**src/hw/rtl/led_pkg.sv**
```systemverilog
`default_nettype none
// ----------------------------------------------------------------------------
// led_pkg
// Shared types, codes and helpers of the escape decoder.
// ----------------------------------------------------------------------------
package led_pkg;

	// decoder modes
	typedef enum logic [2:0] {
		MODE_NORMAL  = 3'd0,
		MODE_ESCAPE  = 3'd1,
		MODE_DECIMAL = 3'd2,
		MODE_ZSKIP   = 3'd3,
		MODE_DROP    = 3'd4
	} mode_t;

	// result status codes
	localparam logic [1:0] ST_OK     = 2'd0;
	localparam logic [1:0] ST_RANGE  = 2'd1;
	localparam logic [1:0] ST_BADESC = 2'd2;

	localparam logic [1:0] DEC_MAX_DIGITS = 2'd3;
	localparam logic [9:0] BYTE_MAX       = 10'h0FF;
	localparam logic [7:0] CH_BSLASH      = 8'h5C;

	// result FIFO depth (power of two)
	localparam int unsigned RES_DEPTH = 4;

	typedef struct packed {
		logic [7:0] out_byte;
		logic       byte_valid;
		logic [1:0] status;
		logic       run_last;
		logic       string_end;
	} result_t;

	function automatic result_t mk_res(input logic [7:0] b, input logic v,
			input logic [1:0] st);
		result_t r;
		r.out_byte   = b;
		r.byte_valid = v;
		r.status     = st;
		r.run_last   = 1'b0;
		r.string_end = 1'b0;
		return r;
	endfunction

	function automatic logic is_digit(input logic [7:0] b);
		return (b >= 8'h30) && (b <= 8'h39);
	endfunction

	function automatic logic is_space(input logic [7:0] b);
		return (b == 8'h20) || ((b >= 8'h09) && (b <= 8'h0D));
	endfunction

endpackage : led_pkg
`default_nettype wire

```
**src/hw/rtl/led_if.sv**
```systemverilog
`default_nettype none
// ----------------------------------------------------------------------------
// led_in_if / led_out_if
// Valid/ready channels for raw bytes in and decoded results out.
// ----------------------------------------------------------------------------
interface led_in_if;
	logic       valid;
	logic       ready;
	logic [7:0] in_byte;
	logic       end_of_string;

	modport source (output valid, output in_byte, output end_of_string, input ready);
	modport sink   (input valid, input in_byte, input end_of_string, output ready);
endinterface : led_in_if

interface led_out_if;
	logic       valid;
	logic       ready;
	logic [7:0] out_byte;
	logic       byte_valid;
	logic [1:0] status;
	logic       run_last;
	logic       string_end;

	modport source (output valid, output out_byte, output byte_valid, output status,
		output run_last, output string_end, input ready);
	modport sink   (input valid, input out_byte, input byte_valid, input status,
		input run_last, input string_end, output ready);
endinterface : led_out_if
`default_nettype wire

```
**src/hw/rtl/lua_escape_decoder_unit.sv**
```systemverilog
`default_nettype none
// ----------------------------------------------------------------------------
// lua_escape_decoder_unit
// Decodes string literal bodies byte by byte; each accepted byte yields zero,
// one or two result beats queued in a four-entry result FIFO.
// Results are written into the result FIFO and read out from its head.
// Throughput: one input beat per cycle while the FIFO has two free entries; output
// drains one beat per cycle while ready, so two-result bytes set the sustained limit.
// Reset: arst_n clears the decode state and empties the result FIFO.
// ----------------------------------------------------------------------------
module lua_escape_decoder_unit (
	input  wire logic clk,
	input  wire logic arst_n,
	led_in_if.sink    in_ch,
	led_out_if.source out_ch
);
	import led_pkg::*;

	localparam int unsigned PW = $clog2(RES_DEPTH);

	mode_t       mode_q, mode_n;
	logic [1:0]  cnt_q, cnt_n;
	logic [9:0]  acc_q, acc_n;

	result_t     res [2];
	logic [1:0]  n_res;

	result_t     fifo_q [RES_DEPTH];
	logic [PW-1:0] wr_q, rd_q;
	logic [PW:0]   count_q;

	logic        in_acc, out_acc;
	logic [7:0]  b;
	logic        eos;
	logic [13:0] acc_mul;
	logic        dec_close;

	assign b   = in_ch.in_byte;
	assign eos = in_ch.end_of_string;

	// decode step for the byte on the input channel
	always_comb begin
		mode_n    = mode_q;
		cnt_n     = cnt_q;
		acc_n     = acc_q;
		n_res     = 2'd0;
		res[0]    = mk_res(8'h00, 1'b0, ST_OK);
		res[1]    = mk_res(8'h00, 1'b0, ST_OK);
		acc_mul   = {4'd0, acc_q} * 14'd10 + {10'd0, b[3:0]};
		dec_close = 1'b0;

		unique case (mode_q)
			MODE_ESCAPE: begin
				mode_n = MODE_NORMAL;
				if (is_digit(b)) begin
					acc_n  = {6'd0, b[3:0]};
					cnt_n  = 2'd1;
					mode_n = MODE_DECIMAL;
				end else begin
					n_res = 2'd1;
					case (b)
						8'h61: res[0] = mk_res(8'h07, 1'b1, ST_OK);
						8'h62: res[0] = mk_res(8'h08, 1'b1, ST_OK);
						8'h66: res[0] = mk_res(8'h0C, 1'b1, ST_OK);
						8'h6E: res[0] = mk_res(8'h0A, 1'b1, ST_OK);
						8'h72: res[0] = mk_res(8'h0D, 1'b1, ST_OK);
						8'h74: res[0] = mk_res(8'h09, 1'b1, ST_OK);
						8'h76: res[0] = mk_res(8'h0B, 1'b1, ST_OK);
						8'h5C, 8'h22, 8'h27: res[0] = mk_res(b, 1'b1, ST_OK);
						8'h7A: begin
							n_res  = 2'd0;
							mode_n = MODE_ZSKIP;
						end
						default: begin
							res[0] = mk_res(8'h00, 1'b0, ST_BADESC);
							mode_n = MODE_DROP;
						end
					endcase
				end
			end
			MODE_DECIMAL: begin
				if (is_digit(b)) begin
					acc_n = acc_mul[9:0];
					cnt_n = cnt_q + 2'd1;
					if (cnt_n >= DEC_MAX_DIGITS) dec_close = 1'b1;
				end else begin
					dec_close = 1'b1;
				end
				if (dec_close) begin
					n_res = 2'd1;
					if (acc_n > BYTE_MAX) begin
						res[0] = mk_res(8'h00, 1'b0, ST_RANGE);
						mode_n = MODE_DROP;
					end else begin
						res[0] = mk_res(acc_n[7:0], 1'b1, ST_OK);
						mode_n = MODE_NORMAL;
						// closing non-digit is decoded as a plain byte, or a backslash opens an escape
						if (!is_digit(b)) begin
							if (b == CH_BSLASH) mode_n = MODE_ESCAPE;
							else begin
								res[1] = mk_res(b, 1'b1, ST_OK);
								n_res  = 2'd2;
							end
						end
					end
					acc_n = 10'd0;
					cnt_n = 2'd0;
				end
			end
			MODE_ZSKIP: begin
				if (!is_space(b)) begin
					mode_n = MODE_NORMAL;
					if (b == CH_BSLASH) mode_n = MODE_ESCAPE;
					else begin
						res[0] = mk_res(b, 1'b1, ST_OK);
						n_res  = 2'd1;
					end
				end
			end
			MODE_DROP: begin
			end
			default: begin
				mode_n = MODE_NORMAL;
				if (b == CH_BSLASH) mode_n = MODE_ESCAPE;
				else begin
					res[0] = mk_res(b, 1'b1, ST_OK);
					n_res  = 2'd1;
				end
			end
		endcase

		// end of string: flush an open decimal, then mark the last beat
		if (eos) begin
			if (mode_n == MODE_DECIMAL) begin
				if (acc_n > BYTE_MAX) res[n_res[0]] = mk_res(8'h00, 1'b0, ST_RANGE);
				else                  res[n_res[0]] = mk_res(acc_n[7:0], 1'b1, ST_OK);
				n_res = n_res + 2'd1;
			end
			if (n_res == 2'd0) n_res = 2'd1;
			res[~n_res[0]].string_end = 1'b1;
			mode_n = MODE_NORMAL;
			cnt_n  = 2'd0;
			acc_n  = 10'd0;
		end
		if (n_res != 2'd0) res[~n_res[0]].run_last = 1'b1;
	end

	// handshakes
	assign in_ch.ready  = (count_q <= (PW+1)'(RES_DEPTH - 2));
	assign in_acc       = in_ch.valid && in_ch.ready;
	assign out_ch.valid = (count_q != '0);
	assign out_acc      = out_ch.valid && out_ch.ready;

	assign out_ch.out_byte   = fifo_q[rd_q].out_byte;
	assign out_ch.byte_valid = fifo_q[rd_q].byte_valid;
	assign out_ch.status     = fifo_q[rd_q].status;
	assign out_ch.run_last   = fifo_q[rd_q].run_last;
	assign out_ch.string_end = fifo_q[rd_q].string_end;

	// decode state
	always_ff @(posedge clk or negedge arst_n) begin
		if (!arst_n) begin
			mode_q <= MODE_NORMAL;
			cnt_q  <= 2'd0;
			acc_q  <= 10'd0;
		end else if (in_acc) begin
			mode_q <= mode_n;
			cnt_q  <= cnt_n;
			acc_q  <= acc_n;
		end
	end

	// result FIFO pointers
	always_ff @(posedge clk or negedge arst_n) begin
		if (!arst_n) begin
			wr_q    <= '0;
			rd_q    <= '0;
			count_q <= '0;
		end else begin
			if (in_acc) wr_q <= wr_q + PW'(n_res);
			if (out_acc) rd_q <= rd_q + PW'(1);
			count_q <= count_q + (in_acc ? (PW+1)'(n_res) : '0)
				- (out_acc ? (PW+1)'(1) : '0);
		end
	end

	// result FIFO storage
	always_ff @(posedge clk) begin
		if (in_acc && (n_res != 2'd0)) fifo_q[wr_q] <= res[0];
		if (in_acc && (n_res == 2'd2)) fifo_q[wr_q + PW'(1)] <= res[1];
	end

endmodule : lua_escape_decoder_unit
`default_nettype wire
```
**src/flat_wrapper.sv**
```systemverilog
// flat-port wrapper written by rule: the top's interface ports become plain ports
module lua_escape_decoder_unit_flat import led_pkg::*;
  (clk, arst_n, in_ch_valid, in_ch_in_byte, in_ch_end_of_string, in_ch_ready, out_ch_valid, out_ch_out_byte, out_ch_byte_valid, out_ch_status, out_ch_run_last, out_ch_string_end, out_ch_ready);
  led_in_if in_ch_i ();
  led_out_if out_ch_i ();
  input  wire logic clk;
  input  wire logic arst_n;
  input wire logic [$bits(in_ch_i.valid)-1:0] in_ch_valid;
  input wire logic [$bits(in_ch_i.in_byte)-1:0] in_ch_in_byte;
  input wire logic [$bits(in_ch_i.end_of_string)-1:0] in_ch_end_of_string;
  output wire logic [$bits(in_ch_i.ready)-1:0] in_ch_ready;
  output wire logic [$bits(out_ch_i.valid)-1:0] out_ch_valid;
  output wire logic [$bits(out_ch_i.out_byte)-1:0] out_ch_out_byte;
  output wire logic [$bits(out_ch_i.byte_valid)-1:0] out_ch_byte_valid;
  output wire logic [$bits(out_ch_i.status)-1:0] out_ch_status;
  output wire logic [$bits(out_ch_i.run_last)-1:0] out_ch_run_last;
  output wire logic [$bits(out_ch_i.string_end)-1:0] out_ch_string_end;
  input wire logic [$bits(out_ch_i.ready)-1:0] out_ch_ready;
  assign in_ch_i.valid = in_ch_valid;
  assign in_ch_i.in_byte = in_ch_in_byte;
  assign in_ch_i.end_of_string = in_ch_end_of_string;
  assign in_ch_ready = in_ch_i.ready;
  assign out_ch_valid = out_ch_i.valid;
  assign out_ch_out_byte = out_ch_i.out_byte;
  assign out_ch_byte_valid = out_ch_i.byte_valid;
  assign out_ch_status = out_ch_i.status;
  assign out_ch_run_last = out_ch_i.run_last;
  assign out_ch_string_end = out_ch_i.string_end;
  assign out_ch_i.ready = out_ch_ready;
  lua_escape_decoder_unit u_core (.clk(clk), .arst_n(arst_n), .in_ch(in_ch_i), .out_ch(out_ch_i));
endmodule
```
**config.mk**
```make
export PLATFORM = sky130hd
export DESIGN_NAME = lua_escape_decoder_unit_flat
export DESIGN_NICKNAME = d
export VERILOG_FILES = /design/src/hw/rtl/led_pkg.sv /design/src/hw/rtl/led_if.sv /design/src/hw/rtl/lua_escape_decoder_unit.sv /design/src/flat_wrapper.sv
export SDC_FILE = /design/constraint.sdc
export NUM_CORES = 1
export LEC_CHECK = 0
export BUFFER_PORTS_ARGS = -buffer_cell sky130_fd_sc_hd__buf_2
export CORE_MARGIN = 2
export CORE_UTILIZATION = 56
export CTS_CLUSTER_DIAMETER = 40
export DETAILED_ROUTE_END_ITERATION = 8
export GPL_TIMING_DRIVEN = 0
export PLACE_DENSITY = 0.78
export SLEW_MARGIN = 20
export SYNTH_ARGS = -nofsm -noshare
export SYNTH_HDL_FRONTEND = slang
export SYNTH_SLANG_ARGS = --single-unit
```
**constraint.sdc**
```tcl
create_clock -name clk -period 4.7 [get_ports clk]
set_clock_uncertainty 0.2 [all_clocks]
set_input_delay 0 -clock clk [delete_from_list [all_inputs] [get_ports clk]]
set_output_delay 0 -clock clk [all_outputs]
set_load 0.02 [all_outputs]
```
==> impl_summary.log, run 1 <==
[metrics] adder-cell share of the synthesized area: 5.73%
[metrics] setup slack, reg-to-reg: 0.21 ns
[metrics] clock transition at the registers of the reported paths: 0.10 ns
[metrics] pin count of the biggest net entering global routing: 23
[metrics] root buffer selected by CTS: sky130_fd_sc_hd__clkbuf_8
[metrics] outcome: completed
[metrics] worst slew margin relative to its limit: 34.8%
[metrics] share of synthesized area occupied by flip-flops and latches: 40.6%
[metrics] combined global-route utilization of all metal layers: 28.3%
[metrics] Final setup viols: 0
[metrics] measured slew at the worst slew-check pin: 0.971 ns
[metrics] num rows: 35
[metrics] final HPWL from detailed placement: 9.99 mm
[metrics] critical path launch point: u_core.acc_q[1]
[metrics] max-cap check violation count: 0
[metrics] number of endpoints with negative hold slack in the final report: 0
[metrics] area share of and/or/nand/nor cells after synthesis: 17.8%
[metrics] top_reg_cell synth: sky130_fd_sc_hd__edfxtp_1
[metrics] endpoint type of the worst setup path: flop
[metrics] maximum clock frequency: 223 MHz
[metrics] routed length per placed instance: 19.6 um
[metrics] Yosys warning total: 0
[metrics] dominant combinational cell family by area after synthesis: compound AO/OA/AOI/OAI gates
[metrics] antenna fix cells: 0
[metrics] biggest fanout along the worst timing path: 6
[metrics] area fraction of the dominant cell type after synthesis: 30.0%
[metrics] routability cong.: 0.962
[metrics] required time at the worst-slack endpoint: 4.59 ns
[metrics] complex-gate fraction of the synthesized area: 20.5%
[metrics] Pre-antenna DRT Iters: 6
[metrics] die outline width: 100 um
[metrics] most common library cells after synthesis: sky130_fd_sc_hd__edfxtp_1, sky130_fd_sc_hd__a21oi_1, sky130_fd_sc_hd__nand2_1
[metrics] sum of routed wire length over all layers: 13.4 mm
[metrics] category of the most critical setup path: reg -> reg
[metrics] share of final-layout standard cells stronger than drive strength 1: 16.7%
[metrics] wire length of the first global-routing pass: 22.1 mm
[metrics] via count of the first global-routing pass: 4257
[metrics] average footprint of a synthesized cell: 9.92 um2
[metrics] post-route setup TNS: 0 ns
[metrics] Cell variety after synth: 76
[metrics] fin cells: 685
[metrics] multiplexer area fraction after synthesis: 7.01%
[metrics] arrival time at the worst endpoint: 4.38 ns
[metrics] number of placed instances with taps included: 663
[metrics] number of antenna violations at the first check in global routing: 0
[metrics] count leader, synth: sky130_fd_sc_hd__edfxtp_1
[metrics] Post-synth ARST share: 29.7%
[metrics] reg-to-reg critical path endpoint: u_core.fifo_q[1][12]
[metrics] total clock buffers created by CTS: 9
[metrics] die height: 100 um
[metrics] number of pins exceeding their max-slew limit in the final report: 0
[metrics] top cells by area in the synthesized netlist: sky130_fd_sc_hd__edfxtp_1, sky130_fd_sc_hd__dfrtp_1, sky130_fd_sc_hd__mux4_2
[metrics] Worst VDD drop: 0.000159 V
[metrics] core box area: 9110 um2
[metrics] per-cell via count in the routed design: 6.53
[metrics] Final Critical Period: 4.49 ns
[metrics] TritonCTS clock tree: built
[metrics] leakage power: 2.17 nW
[metrics] period utilization: 95.5%
[metrics] Residual DRC: 0
[metrics] startpoint types: flop
[metrics] Initial Utilization: 57.1%
[metrics] CTS sink count: 74
[metrics] gate count after technology mapping: 524
[metrics] number of register bits inferred by synthesis: 74
[metrics] maximum buffer depth of the clock tree: 2
[metrics] biggest area consumer among synthesized cells: sky130_fd_sc_hd__edfxtp_1
[metrics] Post-layout nets: 604
[metrics] Final ANT Viol Nets: 0
[metrics] worst-case reg-to-reg path depth: 12
[metrics] routed vias: 4476
[metrics] setup repair after global routing missed its margin: false
[metrics] source-to-sink clock delay at the later pin of the worst-skew pair: 0.36 ns
[metrics] drt initial violations: 411
[metrics] signed area change from the synthesized netlist to the final layout: 10.4%
[metrics] Port Buffer Count: 26
[metrics] net count after synthesis: 559
[metrics] worst hold-check path type: in -> async
[metrics] number of synthesized flops with an enable pin: 52
[metrics] xor/xnor cell area share of the yosys netlist: 3.37%
[metrics] I/O pins: 28
[metrics] combined area of all synthesized cells: 5200 um2
[metrics] power density over the cells: 416 nW/um2
[metrics] R2R Path Start: u_core.acc_q[1]
[metrics] CTS H-Tree Depth: 3
[metrics] Power, Total: 2.39 mW
[metrics] area of the die: 10100 um2
[metrics] Overflow after GRT: 0
## area by class of cell
| class | instances | area, um2 |
|---|---|---|
| plain buffers | 41 | 179 |
| clock buffers | 9 | 124 |
| clock inverters | 7 | 60.1 |
| fillers | 754 | 3370 |
| inverters | 21 | 78.8 |
| multi-input cells | 388 | 2840 |
| flip-flops and latches | 74 | 2110 |
| well taps | 111 | 139 |
| repair buffers | 34 | 208 |
## worst max-delay path, cell delays in order, from the launching register on
cell                        delay, ns
sky130_fd_sc_hd__dfrtp_1         0.47
sky130_fd_sc_hd__ha_1            0.32
sky130_fd_sc_hd__ha_1            0.18
sky130_fd_sc_hd__inv_1           0.06
sky130_fd_sc_hd__fa_1            0.38
sky130_fd_sc_hd__xor2_1          0.22
sky130_fd_sc_hd__a2111oi_4       0.40
sky130_fd_sc_hd__nor3b_2         0.30
sky130_fd_sc_hd__a211oi_1        0.16
sky130_fd_sc_hd__nor4_1          0.79
sky130_fd_sc_hd__nor4_1          0.15
sky130_fd_sc_hd__o22ai_1         0.42
sky130_fd_sc_hd__o21ai_0         0.16
## worst max-delay path by stage
stage / endpoint / depth (start not counted)
after floorplan: u_core.fifo_q[1][6] / 12
after global placement: u_core.fifo_q[0][12] / 12
after detailed placement: u_core.fifo_q[1][12] / 12
after CTS: u_core.fifo_q[1][12] / 12
after global routing: u_core.fifo_q[0][12] / 12
final: u_core.fifo_q[1][12] / 12
## placed cells by master, fill, tap and decap left out, drive strengths merged, types with 3 or more instances in the layout
cell type	instances
and3	6
and4	3
nand2b	6
clkbuf	37
ha	19
a22oi	6
or3	5
nand3	31
edfxtp	52
dlygate4sd3	5
o31ai	4
a221oi	4
nor3	12
dfrtp	22
a211o	6
xor2	9
inv	25
a22o	9
o211ai	4
and2	5
nand2	42
nor4	3
or2	3
fa	3
mux2i	6
buf	42
xnor2	11
nand3b	4
mux4	13
a21oi	52
nor2	33
clkinvlp	3
o21ai	34
a211oi	11
or3b	3
o22ai	4
nor3b	4
## per-stage QoR
stage	hold slack, ns	area [um2]	util (%)	worst slack, ns
floorplan	-0.496	5200	-	0.931
global placement	-0.203	5470	60.0	0.463
detailed placement	-0.190	5500	60.4	0.326
CTS	0.125	5740	63.0	0.303
global route	0.0979	5740	63.0	0.0115
finish	0.00859	5740	63.0	0.210
## what timing repair did
item                      in CTS  in global routing
hold buffers                   6                  0
hold endpoints to repair      37                  0
gates resized for setup        0                  0
buffers inserted               0                  0
## registers in the layout, indices dropped and copies added, names as in the netlist
| signal | cells |
|---|---|
| u_core.wr_q | 2 |
| u_core.cnt_q | 2 |
| u_core.count_q | 3 |
| u_core.fifo_q | 52 |
| u_core.mode_q | 3 |
| u_core.rd_q | 2 |
| u_core.acc_q | 10 |
## where the power goes
group,internal [mW],switching [mW],leakage [nW]
registers,0.848,0.0457,0.754
logic,0.390,0.618,1.33
clock network,0.201,0.286,0.0848
total,1.44,0.949,2.17
## per-layer routing
layer / wire length (um) / global-route usage (%) / share of wire [%]
met5: 0 / 0 / 0
met4: 376 / 9.91 / 2.8
met3: 1160 / 4.74 / 8.6
met2: 6600 / 48.1 / 49
met1: 5270 / 36.6 / 39
## cells by family (layout without fill, tap and decap cells)
| family | count (synthesis) | in the layout |
|---|---|---|
| xor+xnor | 20 | 20 |
| fa+ha+maj | 22 | 22 |
| mux | 20 | 20 |
| flops | 74 | 74 |
| buf+inv | 62 | 112 |
| compound gates | 153 | 153 |
| simple gates | 173 | 173 |
No activity file was read; power rests on OpenSTA's default activity.
==> run 2: changes to the inputs <==
Settings changed: ABC_AREA from default to 1, ABC_CLOCK_PERIOD_IN_PS from default to 4700.
==> impl_summary.log, run 2 <==
[metrics] setup slack after layout: 1.09 ns (was 0.210 ns)
[metrics] via count of the first global-routing pass: 4819 (was 4257)
[metrics] area used by multi-input combinational logic: 2750 um2 (was 2840 um2)
[metrics] area share of and/or/nand/nor cells after synthesis: 33.3% (was 17.8%)
[metrics] antenna fix cells: 0 (unchanged)
[metrics] top library cells by usage in the layout, fill and taps aside: sky130_fd_sc_hd__nand2_1, sky130_fd_sc_hd__inv_1, sky130_fd_sc_hd__nand3_1 (was sky130_fd_sc_hd__edfxtp_1, sky130_fd_sc_hd__a21oi_1, sky130_fd_sc_hd__nand2_1)
[metrics] slowest cell on the critical path: sky130_fd_sc_hd__dfrtp_1 (was sky130_fd_sc_hd__nor4_1)
[metrics] I/O pins: 28 (unchanged)
[metrics] setup repair after global routing missed its margin: false (unchanged)
[metrics] arrival time at the worst endpoint: 3.53 ns (was 4.38 ns)
[metrics] part of the power in combinational logic: 46.2% (was 42.2%)
[metrics] number of synthesized flops with an enable pin: 52 (unchanged)
[metrics] Worst VDD drop: 0.000233 V (was 0.000159 V)
[metrics] core box area: 9200 um2 (was 9110 um2)
[metrics] CTS H-Tree Depth: 3 (unchanged)
[metrics] multiplexer area fraction after synthesis: 0% (was 7.01%)
[metrics] Final Critical Period: 3.61 ns (was 4.49 ns)
[metrics] Worst path top cell family by delay: simple AND/OR/NAND/NOR gates (unchanged)
[metrics] final-layout fill cell count: 821 (was 754)
[metrics] Post-layout nets: 776 (was 604)
[metrics] CTS sink count: 74 (unchanged)
[metrics] die height: 101 um (was 100 um)
[metrics] Final ANT Viol Nets: 0 (unchanged)
[metrics] Residual DRC: 0 (unchanged)
[metrics] clock transition at the registers of the reported paths: 0.09 ns (was 0.10 ns)
[metrics] fraction of power spent switching nets: 43.6% (was 39.7%)
[metrics] Int Power: 1.63 mW (was 1.44 mW)
[metrics] period utilization: 76.8% (was 95.5%)
[metrics] number of buffer and inverter stages on the critical path: 2 (was 1)
[metrics] Largest register FFs: 52 (unchanged)
[metrics] post-route setup TNS: 0 ns (unchanged)
[metrics] register share of total power: 32.2% (was 37.4%)
[metrics] number of placed instances with taps included: 836 (was 663)
[metrics] category of the most critical setup path: reg -> reg (unchanged)
[metrics] power density over the cells: 493 nW/um2 (was 416 nW/um2)
[metrics] Pre-antenna DRT Iters: 5 (was 6)
[metrics] critical-path cell list: ha_1 > ha_1 > inv_1 > fa_1 > inv_1 > nand3_1 > nor2_1 > nand3_1 > nand2_1 > nor2_1 > nand2_1 > nand2_1 > nand3_1 > nand4_1 > nand3_1 > nand2_1 (was ha_1 > ha_1 > inv_1 > fa_1 > xor2_1 > a2111oi_4 > nor3b_2 > a211oi_1 > nor4_1 > nor4_1 > o22ai_1 > o21ai_0)
[metrics] Port Buffer Count: 26 (unchanged)
[metrics] source-to-sink clock delay at the later pin of the worst-skew pair: 0.36 ns (about the same)
[metrics] routed length on met1: 6.31 mm (was 5.27 mm)
[metrics] measured slew at the worst slew-check pin: 0.695 ns (was 0.971 ns)
[metrics] routed vias: 5050 (was 4476)
[metrics] most frequent standard cell in the layout excluding fill and tap cells: sky130_fd_sc_hd__nand2_1 (was sky130_fd_sc_hd__edfxtp_1)
[metrics] outcome: completed (unchanged)
[metrics] post-placement setup slack: 1.22 ns (was 0.326 ns)
[metrics] average footprint of a synthesized cell: 7.59 um2 (was 9.92 um2)
[metrics] worst hold-check path type: in -> reg (was in -> async)
[metrics] wire length of the first global-routing pass: 24.2 mm (was 22.1 mm)
[metrics] Cell variety after synth: 47 (was 76)
[metrics] number of endpoints with negative hold slack in the final report: 0 (unchanged)
[metrics] adder-cell share of the synthesized area: 5.61% (was 5.73%)
[metrics] share of final-layout standard cells stronger than drive strength 1: 13.5% (was 16.7%)
[metrics] routed length per placed instance: 17.5 um (was 19.6 um)
[metrics] area fraction of the dominant cell type after synthesis: 29.4% (was 30.0%)
[metrics] maximum clock frequency: 277 MHz (was 223 MHz)
[metrics] dominant combinational cell family by area after synthesis: simple AND/OR/NAND/NOR gates (was compound AO/OA/AOI/OAI gates)
[metrics] startpoint types: flop (unchanged)
[metrics] number of register bits inferred by synthesis: 74 (unchanged)
[metrics] Overflow after GRT: 0 (unchanged)
[metrics] number of gates given a new drive strength after cts: 0 (unchanged)
[metrics] Critical Path Max Stage Delay: 0.48 ns (was 0.79 ns)
[metrics] Regs by FF count: u_core.fifo_q: 52 flops, u_core.acc_q: 10 flops (unchanged)
[metrics] root buffer selected by CTS: sky130_fd_sc_hd__clkbuf_8 (unchanged)
[metrics] fin cells: 857 (was 685)
[metrics] drt initial violations: 401 (was 411)
[metrics] Post-synth ARST share: 29.7% (unchanged)
[metrics] Initial Utilization: 57.7% (was 57.1%)
[metrics] routability cong.: 0.964 (was 0.962)
[metrics] number of pins exceeding their max-slew limit in the final report: 0 (unchanged)
[metrics] complex-gate fraction of the synthesized area: 12.1% (was 20.5%)
[metrics] leakage power: 2.73 nW (was 2.17 nW)
[metrics] combined global-route utilization of all metal layers: 30.6% (was 28.3%)
[metrics] combined area of all synthesized cells: 5310 um2 (was 5200 um2)
[metrics] most common library cells after synthesis: sky130_fd_sc_hd__nand2_1, sky130_fd_sc_hd__inv_1, sky130_fd_sc_hd__nand3_1 (was sky130_fd_sc_hd__edfxtp_1, sky130_fd_sc_hd__a21oi_1, sky130_fd_sc_hd__nand2_1)
[metrics] total clock buffers created by CTS: 9 (unchanged)
[metrics] Met3 Routed Length: 1.09 mm (was 1.16 mm)
[metrics] count leader, synth: sky130_fd_sc_hd__nand2_1 (was sky130_fd_sc_hd__edfxtp_1)
[metrics] per-cell via count in the routed design: 5.89 (was 6.53)
[metrics] signed area change from the synthesized netlist to the final layout: 10.8% (was 10.4%)
[metrics] biggest fanout along the worst timing path: 9 (was 6)
[metrics] topmost layer with routed signal wires: met4 (unchanged)
[metrics] top cells by area in the synthesized netlist: sky130_fd_sc_hd__edfxtp_1, sky130_fd_sc_hd__nand2_1, sky130_fd_sc_hd__dfrtp_1 (was sky130_fd_sc_hd__edfxtp_1, sky130_fd_sc_hd__dfrtp_1, sky130_fd_sc_hd__mux4_2)
[metrics] xor/xnor cell area share of the yosys netlist: 0.825% (was 3.37%)
[metrics] worst slew margin relative to its limit: 53.5% (was 34.8%)
[metrics] area occupied by registers: 2110 um2 (unchanged)
[metrics] TritonCTS clock tree: built (unchanged)
[metrics] Yosys warning total: 0 (unchanged)
[metrics] net count after synthesis: 734 (was 559)
[metrics] endpoint type of the worst setup path: flop (unchanged)
[metrics] pin count of the biggest net entering global routing: 23 (unchanged)
[metrics] num rows: 35 (unchanged)
[metrics] net switching power figure: 1.26 mW (was 0.949 mW)
[metrics] gate count after technology mapping: 699 (was 524)
[metrics] biggest area consumer among synthesized cells: sky130_fd_sc_hd__edfxtp_1 (unchanged)
[metrics] sum of routed wire length over all layers: 15.0 mm (was 13.4 mm)
[metrics] maximum buffer depth of the clock tree: 2 (unchanged)
[metrics] number of antenna violations at the first check in global routing: 0 (unchanged)
[metrics] wire length on met2: 7.26 mm (was 6.60 mm)
[metrics] Final setup viols: 0 (unchanged)
[metrics] register with the most flip-flops: u_core.fifo_q (unchanged)
[metrics] Clk pwr share: 21.6% (was 20.4%)
[metrics] area of the die: 10300 um2 (was 10100 um2)
[metrics] top_reg_cell synth: sky130_fd_sc_hd__edfxtp_1 (unchanged)
[metrics] final HPWL from detailed placement: 11.1 mm (was 9.99 mm)
[metrics] max-cap check violation count: 0 (unchanged)
[metrics] required time at the worst-slack endpoint: 4.62 ns (was 4.59 ns)
[metrics] share of synthesized area occupied by flip-flops and latches: 39.8% (was 40.6%)
[metrics] die outline width: 101 um (was 100 um)
## run 2: cell types whose count changed after synthesis, sizes merged, moves of 11 or more
| cell | before | now |
|---|---|---|
| nand2 | 42 | 196 |
| inv | 21 | 89 |
| nand3 | 31 | 78 |
| nor2 | 33 | 78 |
| a21oi | 52 | 15 |
| o21ai | 34 | 58 |
| clkbuf | 28 | 8 |
| o22ai | 4 | 23 |
| mux4 | 13 | 0 |
| a211oi | 11 | 0 |
| nand4 | 0 | 11 |
## run 2: kinds of logic after synthesis
| family | Yosys count |
|---|---|
| AND/OR/NAND/NOR | 381 |
| buffers and inverters | 109 |
| AO/OA/AOI/OAI | 108 |
| flip-flops | 74 |
| adder cells (fa/ha/maj) | 22 |
| XOR/XNOR | 5 |
## run 2: power by group through the flow
stage               Clock [mW]  Combinational (mW)  Sequential, mW
finish                   0.625                1.34           0.932
global route             0.646                1.48           0.943
CTS                      0.623                1.32           0.931
detailed placement           0                1.31           0.945
global placement             0                1.27           0.942
floorplan                    0               0.938           0.927
## run 2: final timing paths
check | startpoint | endpoint | slack [ns] | cells past startpoint
max | u_core.acc_q[3] | u_core.fifo_q[1][9] | 1.09 | 16
min | in_ch_in_byte[7] | u_core.fifo_q[3][12] | 0.04 | 5
max reg2reg | u_core.acc_q[3] | u_core.fifo_q[1][9] | 1.09 | 16
min reg2reg | u_core.count_q[2] | u_core.count_q[2] | 0.30 | 1
max in group asynchronous | arst_n | u_core.acc_q[4] | 3.64 | 4
min in group asynchronous | arst_n | u_core.acc_q[0] | 0.49 | 4
## run 2: layer usage
metal / track usage [%] / vias up
met2: 51.9 / 235
met1: 40.4 / 2347
li1: - / 2433
met3: 3.73 / 35
met5: 0 / -
met4: 11.0 / 0
## run 2: repair_timing
item	in CTS	in global routing
buffers inserted	0	0
hold buffers	5	0
endpoints found under the hold margin	32	0
## run 2: final cells by class
| cell class | instances | area share (%) |
|---|---|---|
| plain buffers | 17 | 1.58 |
| clock inverters | 6 | 1.96 |
| flip-flops and latches | 74 | 35.9 |
| inverters | 92 | 5.96 |
| repair buffers | 31 | 3.24 |
| multi-input cells | 516 | 46.8 |
| clock buffers | 10 | 2.17 |
| well taps | 111 | 2.36 |
## run 2: stage by stage
step | area (um2) | hold WS [ns] | util (%) | power (mW)
floorplan | 5310 | -0.496 | - | 1.86
global placement | 5570 | -0.196 | 60.6 | 2.21
detailed placement | 5570 | -0.176 | 60.6 | 2.25
CTS | 5880 | 0.0295 | 63.9 | 2.88
global route | 5880 | 0.0599 | 63.9 | 3.07
finish | 5880 | 0.0361 | 63.9 | 2.90
## run 2: worst register-to-register path: cells and delay by family (launching register included)
| kind | cells | cell delay (ns) |
|---|---|---|
| DFF | 1 | 0.48 |
| adders and majority gates | 3 | 0.97 |
| and+or+nand+nor | 11 | 1.56 |
| buffers and inverters | 2 | 0.16 |
